===== src/rtl/assert_macros.svh =====
// Assertion helpers shared by the RTL files.
`ifndef ASSERT_MACROS_SVH
`define ASSERT_MACROS_SVH

// Checks a property on every rising clock edge outside reset.
`define TLI_ASSERT(name, clk, rst_n, prop, msg) \
	name: assert property (@(posedge clk) disable iff (!rst_n) (prop)) else $error(msg);

// Checks that a condition is followed in the next cycle by a consequence.
`define TLI_ASSERT_NEXT(name, clk, rst_n, ante, cons, msg) \
	name: assert property (@(posedge clk) disable iff (!rst_n) (ante) |=> (cons)) \
		else $error(msg);

`endif


===== src/rtl/tli_pkg.sv =====
package tli_pkg;

	// Function codes carried in the request sideband.
	localparam logic [1:0] FN_LOAD = 2'd0;
	localparam logic [1:0] FN_FWD  = 2'd1;
	localparam logic [1:0] FN_INV  = 2'd2;

	// Result status codes.
	localparam logic [1:0] ST_INTERP = 2'd0;
	localparam logic [1:0] ST_LOW    = 2'd1;
	localparam logic [1:0] ST_HIGH   = 2'd2;
	localparam logic [1:0] ST_EMPTY  = 2'd3;

	// Result source select.
	localparam logic [1:0] RS_ZERO = 2'd0;
	localparam logic [1:0] RS_CUR  = 2'd1;
	localparam logic [1:0] RS_QUOT = 2'd2;

	localparam logic [16:0] PROB_ONE = 17'd65536;

	// The quotient always fits in 32 bits, one bit per divider step.
	localparam int DIV_STEPS = 32;
	// Four partial products; a final accumulate step adds the last of them.
	localparam int MUL_STEPS = 4;

	typedef struct packed {
		logic       wr_en;
		logic       q_load;
		logic       prev_load;
		logic       interp_load;
		logic       mul_go;
		logic       acc_go;
		logic [1:0] mul_sel;
		logic       div_init;
		logic       div_step;
		logic       res_load;
		logic [1:0] res_sel;
		logic [1:0] res_status;
		logic       out_load;
	} tli_cmd_t;

	typedef struct packed {
		logic key_gt_q;
		logic out_busy;
	} tli_stat_t;

endpackage


===== src/rtl/tli_ctrl.sv =====
`include "assert_macros.svh"

module tli_ctrl #(
	parameter int TABLE_DEPTH = 256
) (
	input  logic                           clk,
	input  logic                           arst_n,
	input  logic                           s_tvalid,
	output logic                           s_tready,
	input  logic [1:0]                     func,
	input  logic                           cfg_valid,
	output logic                           cfg_ready,
	input  logic [8:0]                     cfg_data,
	input  tli_pkg::tli_stat_t             stat,
	output tli_pkg::tli_cmd_t              cmd,
	output logic [$clog2(TABLE_DEPTH)-1:0] rd_addr
);
	import tli_pkg::*;

	localparam int AW  = $clog2(TABLE_DEPTH);
	localparam int NW0 = $clog2(TABLE_DEPTH + 1);
	localparam int NW  = (NW0 > 9) ? NW0 : 9;

	localparam logic [2:0] S_IDLE  = 3'd0;
	localparam logic [2:0] S_FIRST = 3'd1;
	localparam logic [2:0] S_WALK  = 3'd2;
	localparam logic [2:0] S_MUL   = 3'd3;
	localparam logic [2:0] S_DINIT = 3'd4;
	localparam logic [2:0] S_DIV   = 3'd5;
	localparam logic [2:0] S_QSET  = 3'd6;
	localparam logic [2:0] S_FIN   = 3'd7;

	logic [2:0]    state_q;
	logic [2:0]    state_d;
	logic [8:0]    cfg_q;
	logic [NW-1:0] n_eff;
	logic [NW-1:0] idx_q;
	logic [NW-1:0] idx_d;
	logic [NW-1:0] idx_nxt;
	logic [4:0]    cnt_q;
	logic [4:0]    cnt_d;
	logic          accept;

	assign cfg_ready = 1'b1;
	assign s_tready  = (state_q == S_IDLE);
	assign accept    = s_tvalid && s_tready;
	assign n_eff     = (NW'(cfg_q) > NW'(TABLE_DEPTH)) ? NW'(TABLE_DEPTH) : NW'(cfg_q);
	assign idx_nxt   = idx_q + NW'(1);

	always_comb begin
		state_d = state_q;
		idx_d   = idx_q;
		cnt_d   = cnt_q;
		cmd     = '0;
		rd_addr = '0;
		case (state_q)
			S_IDLE: begin
				if (accept) begin
					if (func == FN_LOAD) begin
						cmd.wr_en = 1'b1;
					end else if (func == FN_FWD || func == FN_INV) begin
						cmd.q_load = 1'b1;
						if (n_eff == '0) begin
							cmd.res_load   = 1'b1;
							cmd.res_sel    = RS_ZERO;
							cmd.res_status = ST_EMPTY;
							state_d        = S_FIN;
						end else begin
							idx_d   = '0;
							state_d = S_FIRST;
						end
					end
				end
			end
			S_FIRST: begin
				rd_addr = AW'(1);
				if (stat.key_gt_q) begin
					cmd.res_load   = 1'b1;
					cmd.res_sel    = RS_CUR;
					cmd.res_status = ST_LOW;
					state_d        = S_FIN;
				end else if (n_eff == NW'(1)) begin
					cmd.res_load   = 1'b1;
					cmd.res_sel    = RS_CUR;
					cmd.res_status = ST_HIGH;
					state_d        = S_FIN;
				end else begin
					cmd.prev_load = 1'b1;
					idx_d         = NW'(1);
					state_d       = S_WALK;
				end
			end
			S_WALK: begin
				rd_addr = idx_nxt[AW-1:0];
				if (stat.key_gt_q) begin
					cmd.interp_load = 1'b1;
					cnt_d           = '0;
					state_d         = S_MUL;
				end else if (idx_nxt == n_eff) begin
					cmd.res_load   = 1'b1;
					cmd.res_sel    = RS_CUR;
					cmd.res_status = ST_HIGH;
					state_d        = S_FIN;
				end else begin
					cmd.prev_load = 1'b1;
					idx_d         = idx_nxt;
				end
			end
			S_MUL: begin
				cmd.mul_sel = cnt_q[1:0];
				cmd.mul_go  = (cnt_q < 5'(MUL_STEPS));
				cmd.acc_go  = (cnt_q != '0);
				cnt_d       = cnt_q + 5'd1;
				if (cnt_q == 5'(MUL_STEPS)) begin
					state_d = S_DINIT;
				end
			end
			S_DINIT: begin
				cmd.div_init = 1'b1;
				cnt_d        = '0;
				state_d      = S_DIV;
			end
			S_DIV: begin
				cmd.div_step = 1'b1;
				cnt_d        = cnt_q + 5'd1;
				if (cnt_q == 5'(DIV_STEPS - 1)) begin
					state_d = S_QSET;
				end
			end
			S_QSET: begin
				cmd.res_load   = 1'b1;
				cmd.res_sel    = RS_QUOT;
				cmd.res_status = ST_INTERP;
				state_d        = S_FIN;
			end
			S_FIN: begin
				if (!stat.out_busy) begin
					cmd.out_load = 1'b1;
					state_d      = S_IDLE;
				end
			end
			default: begin
				state_d = S_IDLE;
			end
		endcase
	end

	always_ff @(posedge clk or negedge arst_n) begin
		if (!arst_n) begin
			state_q <= S_IDLE;
			cfg_q   <= '0;
			idx_q   <= '0;
			cnt_q   <= '0;
		end else begin
			state_q <= state_d;
			idx_q   <= idx_d;
			cnt_q   <= cnt_d;
			if (cfg_valid && cfg_ready) begin
				cfg_q <= cfg_data;
			end
		end
	end

	`TLI_ASSERT_NEXT(a_res_then_fin, clk, arst_n, cmd.res_load, state_q == S_FIN,
		"result latched without moving to the output step")
	`TLI_ASSERT_NEXT(a_div_len, clk, arst_n,
		(state_q == S_DIV) && (cnt_q == 5'(DIV_STEPS - 1)), state_q == S_QSET,
		"divider did not finish after its last step")
	`TLI_ASSERT_NEXT(a_fin_drain, clk, arst_n, (state_q == S_FIN) && !stat.out_busy,
		state_q == S_IDLE, "finished result not handed to the output register")
	`TLI_ASSERT(a_walk_bound, clk, arst_n, !(state_q == S_WALK) || (idx_q < n_eff),
		"table walk went past the entries in use")

endmodule


===== config.mk =====
export PLATFORM = sky130hd
export DESIGN_NAME = tli_ctrl
export DESIGN_NICKNAME = d
export VERILOG_FILES = /design/src/rtl/tli_pkg.sv /design/src/rtl/tli_ctrl.sv
export VERILOG_INCLUDE_DIRS = /design/src /design/src/rtl
export SDC_FILE = /design/constraint.sdc
export NUM_CORES = 1
export LEC_CHECK = 0
export ABC_AREA = 1
export BUFFER_PORTS_ARGS = -buffer_cell sky130_fd_sc_hd__buf_2
export CAP_MARGIN = 20
export CELL_PAD_IN_SITES_DETAIL_PLACEMENT = 1
export CELL_PAD_IN_SITES_GLOBAL_PLACEMENT = 1
export CORE_ASPECT_RATIO = 1.1
export CORE_MARGIN = 1
export CORE_UTILIZATION = 39
export DETAILED_ROUTE_END_ITERATION = 8
export PLACE_DENSITY = 0.84
export RECOVER_POWER = 50
export SYNTH_ARGS = -nofsm -noshare
export SYNTH_HDL_FRONTEND = slang
export SYNTH_SLANG_ARGS = --single-unit
export TNS_END_PERCENT = 30

===== constraint.sdc =====
create_clock -name clk -period 2.7 [get_ports clk]
set_clock_uncertainty 0.15 [all_clocks]
set_input_delay 0 -clock clk [delete_from_list [all_inputs] [get_ports clk]]
set_output_delay 0 -clock clk [all_outputs]
set_load 0.01 [all_outputs]

==> metrics.csv, run 1 <==
stage,metric,value,unit
outcome,status,"complete, but fails checks",
outcome,violations,"capacitance limit, slew limit",
clocking,htree_levels,1,
clocking,cts.sinks,26,
detailed_routing,dr_total_vias,2476,
timing,finalHoldViolations,0,
global_routing,grt_max_degree,27,
finish,multiInputGateArea,1290,um^2
timing,layout_min_cycle_time,2600,ps
global_routing,antenna_found_initial,0,
floorplan,die_area,6020,um^2
worst_setup_path,cp.required,2550,ps
detailed_routing,drc,0,
timing,maxSlewHeadroom,-4.18,%
power_and_ir_drop,vdd_drop_max,0.000352,V
flow_run,cap_violations,1,
timing,worstMarginPinSlew,1560,ps
yosys,synth_area_per_cell,6.65,um^2
placement,place_ws,273,ps
yosys,netlist_instances,335,
timing,min_period_over_period,96.1,%
worst_setup_path,cp_max_fo,6,
finish,drive_gt1_share,18.5,%
worst_setup_path,critPathBufInv,2,
floorplan,coreArea,5430,um^2
yosys,yosys_warnings,0,
yosys,syn_nets,361,
yosys,synth_edf_count,0,
finish,final_cells,469,
timing,timing.fmax,0.385,GHz
worst_setup_path,cpPeakStageDelay,470,ps
timing,fin_ws,104,ps
global_routing,grt_pass1_wl,11.8,mm
floorplan,start_util,41.0,%
worst_hold_path,holdCritPathClass,primary input to flop,
global_routing,globalRouteOverflowTotal,0,
detailed_routing,via_per_inst,5.28,
detailed_routing,drtPass1Iterations,4,
finish,register_area,651,um^2
yosys,synth_area,2230,um^2
finish,antennaDiodeCount,0,
finish,nFillCells,739,
yosys,ys_seq_area_share,29.2,%
placement,hpwl,5.07,mm
floorplan,die_x,74.1,um
finish,final_nets,421,
detailed_routing,drt_iter0_drc,89,
clocking,cts_root_buffer,clkbuf_8,
clocking,worstSkewPairLatency,280,ps
yosys,synth_cell_type_count,37,
placement,port_buffers,41,
worst_setup_path,crit_chain,nor2_1 -> nand2_1 -> o21ai_4 -> buf_4 -> nand3_1 -> nand2_1 -> nand2_1 -> nor2_1 -> nand4_2 -> nand2_2 -> o21ai_1 -> buf_2,
worst_setup_path,cp-end-kind,primary output,
power_and_ir_drop,power_density,722,nW/um^2
worst_setup_path,cp_top_family,simple AND/OR/NAND/NOR gates,
detailed_routing,drt-wirelength-per-cell,15.9,um
timing,finalMaxSlewViolations,27,
placement,placed_cells,438,
power_and_ir_drop,p_leak,1.47,nW
placement,place.gp.congestion,0.865,
clocking,clkTransAtPathRegs,110,ps
timing,setup_viol,0,
clocking,cts_tree,built,
floorplan,rows,28,
timing,fin_setup_tns,0,ps
worst_setup_path,startpoint_type,flop,
timing,rsz0062_at_grt,true,
global_routing,grtUsageTotal,25.7,%
worst_setup_path,crit_top_cell,nand2_1,
clocking,cts_buffers,3,
floorplan,fp.dieH,81.3,um
worst_setup_path,critPathKind,flop to primary output,
worst_setup_path,crit_slowest_cell,dfrtp_1,
worst_setup_path,arrival,2450,ps
timing,timing.hold.ws,27.4,ps
yosys,synthArstFlopShare,100,%
finish,area_growth,24.6,%
power_and_ir_drop,finalPower,0.00200,W
clocking,ctsLongestPathBuffers,2,
yosys,synth_seq_cells,26,
floorplan,ios,43,
global_routing,grt_pass1_vias,2520,
detailed_routing,routed_wl,7.44,mm
detailed_routing,ant_nets,0,
yosys,ys.flop_type,dfrtp_1,
report_power, final:
group | switching, W | total [W] | internal [W]
logic | 0.000751 | 0.00112 | 0.000371
registers | 0.0000856 | 0.000535 | 0.000449
clock network | 0.000147 | 0.000346 | 0.000199
per-stage QoR:
step,area [um^2],utilization (%)
6_report,2770,51.1
2_1_floorplan,2230,-
3_3_place_gp,2420,44.7
3_5_place_dp,2420,44.7
4_1_cts,2710,49.8
5_1_grt,2770,51.1
flip-flops by register name, summed over array words and instances, names as in the netlist:
| name | count |
|---|---|
| cnt_q | 5 |
| state_q | 3 |
| idx_q | 9 |
| cfg_q | 9 |
final timing paths:
kind / from / end / slack (ps) / cells past startpoint
setup / recovery: cfg_q[2] / cmd[13] / 100 / 12
hold / removal: cfg_valid / cfg_q[5] / 30 / 2
setup reg to reg: state_q[0] / idx_q[5] / 250 / 11
hold reg to reg: idx_q[7] / idx_q[7] / 370 / 2
max in group asynchronous: arst_n / cnt_q[4] / 1010 / 2
min in group asynchronous: arst_n / state_q[0] / 470 / 2
worst register-to-register path: cells and delay by family (launching register included):
family / cells / cell delay, ps
adder cells (fa/ha/maj): 1 / 210
flip-flops: 1 / 430
AND/OR/NAND/NOR: 7 / 1110
buffers and inverters: 3 / 490
kinds of logic after synthesis:
group,share of synthesized area [%]
and+or+nand+nor,40.1
buffers and inverters,14.3
AOI/OAI and AO/OA,7.36
DFF,29.2
adders and majority gates,5.06
muxes,3.03
xor gates and xnor gates,0.787
other,0.168
cell type report:
| type | count | share of cell area [%] |
|---|---|---|
| tap | 75 | 3.38 |
| sequential | 26 | 23.5 |
| clock buffer | 3 | 1.49 |
| timing repair buffer | 69 | 16.5 |
| clock inverter | 1 | 1.08 |
| multi-input combinational | 241 | 46.7 |
| inverter | 54 | 7.44 |
synth_stat cells (2+ instances only):
cell type,count,area [um^2]
nand2_1,97,364
inv_1,51,191
nand3_1,34,170
nor2_1,34,128
dfrtp_1,26,651
o21ai_0,11,55.1
buf_4,9,67.6
ha_1,9,113
a21oi_1,7,35.0
nor3_1,7,35.0
mux2_2,6,67.6
nand2_2,5,31.3
nand4_1,5,31.3
a31oi_1,3,18.8
nor4_1,3,18.8
o21ai_1,3,15.0
buf_6,2,22.5
inv_2,2,7.51
nor2_4,2,22.5
xor2_1,2,17.5
routing by layer:
layer	up-vias	share of wire (%)	routed length, um	global-route usage [%]
li1	1179	-	-	-
met1	1206	41	3030	29.4
met2	69	53	3930	49.2
met3	22	4.5	332	3.60
met4	0	2.1	155	6.54
met5	-	0	0	0
placed cells by master, fill, tap and decap left out, types with 7 or more instances in the layout:
master,Yosys,final
nor3_1,7,7
dfrtp_1,26,26
dlygate4sd3_1,0,21
buf_2,1,35
inv_1,51,50
nand3_1,34,33
ha_1,9,9
clkbuf_1,1,7
a21oi_1,7,7
nor2_1,34,34
nand2_1,97,97
o21ai_0,11,10
timing repair:
item                       in CTS  in global routing
setup buffers                   0                  5
hold buffers                   21                  0
hold endpoints to repair       36                  0
resized for setup               0                  6
setup endpoints to repair       0                  7
Note: power is estimated with default switching activity, not from simulation.
==> run 2, diff against run 1 <==
Settings changed: HOLD_SLACK_MARGIN set to 0.12.
==> metrics.csv, run 2 (synthesis gave the netlist of run 1 again) <==
stage,metric,value,unit
floorplan,die_area,6020,um^2
finish,nFillCells,736,
worst_setup_path,cpPeakStageDelay,470,ps
outcome,violations,"capacitance limit, slew limit",
global_routing,grt_max_degree,27,
placement,hpwl,5.07,mm
floorplan,start_util,41.0,%
clocking,ctsLongestPathBuffers,2,
placement,port_buffers,41,
worst_hold_path,min_path_cells,4,
clocking,cts_buffers,3,
timing,layout_min_cycle_time,2570,ps
global_routing,grt_pass1_wl,11.8,mm
finish,final_common_cell,nand2_1,
floorplan,coreArea,5430,um^2
global_routing,grtUsageTotal,25.6,%
detailed_routing,via_per_inst,5.24,
timing,timing.hold.ws,224,ps
timing,finalMaxSlewViolations,27,
worst_setup_path,crit_chain,nor2_1 -> nand2_1 -> o21ai_4 -> buf_4 -> nand3_1 -> nand2_1 -> nand2_2 -> nor2_4 -> nand4_2 -> nand2_2 -> o21ai_1 -> buf_2,
worst_setup_path,reg2reg_depth,11,
finish,final_nets,424,
clocking,cts_tree,built,
detailed_routing,routed_wl,7.34,mm
worst_setup_path,startpoint_type,flop,
floorplan,rows,28,
worst_setup_path,cp_max_fo,6,
worst_setup_path,reg2reg_to,idx_q[5],
finish,multiInputGateArea,1300,um^2
timing,maxSlewHeadroom,-2.92,%
worst_setup_path,cp.required,2550,ps
detailed_routing,ant_nets,0,
power_and_ir_drop,vdd_drop_max,0.000356,V
global_routing,grt_pass1_vias,2561,
finish,fin_util,51.7,%
power_and_ir_drop,power_density,718,nW/um^2
worst_setup_path,arrival,2420,ps
detailed_routing,drt_iter0_drc,113,
placement,place_ws,273,ps
finish,area_growth,26.1,%
timing,worstMarginPinSlew,1540,ps
timing,fin_ws,129,ps
clocking,cts.sinks,26,
floorplan,die_x,74.1,um
power_and_ir_drop,p_leak,1.48,nW
timing,setup_viol,0,
detailed_routing,drtPass1Iterations,4,
finish,register_area,652,um^2
detailed_routing,drt-wirelength-per-cell,15.6,um
worst_setup_path,critPathKind,flop to primary output,
timing,finalHoldViolations,0,
detailed_routing,drc,0,
worst_hold_path,min_delay_worst_endpoint,cmd[15],
finish,reg.largest.list,"cfg_q x9, idx_q x9, cnt_q x5",
worst_setup_path,r2r_slack,240,ps
flow_run,cap_violations,1,
timing,timing.fmax,0.389,GHz
worst_hold_path,hp-start,s_tvalid,
placement,place.gp.congestion,0.865,
timing,min_period_over_period,95.2,%
clocking,cts_root_buffer,clkbuf_8,
worst_setup_path,crit_slowest_cell,dfrtp_1,
worst_setup_path,reg2reg_from,state_q[0],
clocking,worstSkewPairLatency,290,ps
finish,drive_gt1_share,18.9,%
clocking,htree_levels,1,
power_and_ir_drop,finalPower,0.00202,W
finish,antennaDiodeCount,0,
worst_hold_path,holdCritPathClass,primary input to primary output,
clocking,clkTransAtPathRegs,110,ps
global_routing,globalRouteOverflowTotal,0,
finish,layout_common_cells,"nand2_1, inv_1, buf_2",
worst_setup_path,cp-end-kind,primary output,
floorplan,ios,43,
global_routing,antenna_found_initial,0,
floorplan,fp.dieH,81.3,um
detailed_routing,dr_total_vias,2473,
outcome,status,"complete, but fails checks",
run 2: cell count changes in the layout (fill, tap and decap cells not counted), sizes merged:
cell	delta
dlygate4sd3	+3
run 2: worst max-delay path by stage:
stage / from / depth (start not counted) / endpoint
3_3_place_gp: cfg_q[4] / 13 / idx_q[1]
3_5_place_dp: cfg_q[5] / 13 / idx_q[5]
4_1_cts: cfg_q[5] / 14 / cmd[5]
2_1_floorplan: state_q[0] / 10 / cnt_q[2]
6_report: cfg_q[2] / 12 / cmd[13]
5_1_grt: idx_q[0] / 14 / cmd[5]
run 2: area by class of cell:
cell class,instances,share of cell area (%)
inverter,54,7.35
timing repair buffer,72,17.3
tap,75,3.34
multi-input combinational,241,46.2
sequential,26,23.2
clock inverter,1,1.07
clock buffer,3,1.47
run 2: routing by layer:
metal  vias up  global-route usage (%)  wire length, um
met4         0                    7.31              138
met5         -                       0                0
li1       1183                       -                -
met3        17                    3.97              268
met2        57                    48.2             3830
met1      1216                    29.4             3100
run 2: timing repair:
action	CTS	global route
hold endpoints to repair	39	0
resized for setup	0	8
hold buffers	24	0
buffers inserted	0	5
endpoints found under the setup margin	0	8
run 2: critical path: cells and delay by family (launching register included):
| family | cells | cell delay [ps] |
|---|---|---|
| buffers and inverters | 2 | 300 |
| DFF | 1 | 470 |
| and+or+nand+nor | 8 | 1000 |
| AOI/OAI and AO/OA | 2 | 340 |
run 2: stage by stage:
| stage | TNS (ps) | area [um^2] | std cells |
|---|---|---|---|
| 6_report | 0 | 2810 | 472 |
| 5_1_grt | -19.1 | 2810 | 472 |
| 4_1_cts | 0 | 2740 | 466 |
| 3_5_place_dp | 0 | 2420 | 438 |
| 3_3_place_gp | 0 | 2420 | 438 |
| 2_1_floorplan | 0 | 2230 | 335 |
run 2: report_power, final:
part           internal (W)  total, W  switching, W
Clock              0.000199  0.000349      0.000150
Sequential         0.000449  0.000535     0.0000859
Combinational      0.000376   0.00113      0.000755
Total               0.00102   0.00202      0.000991
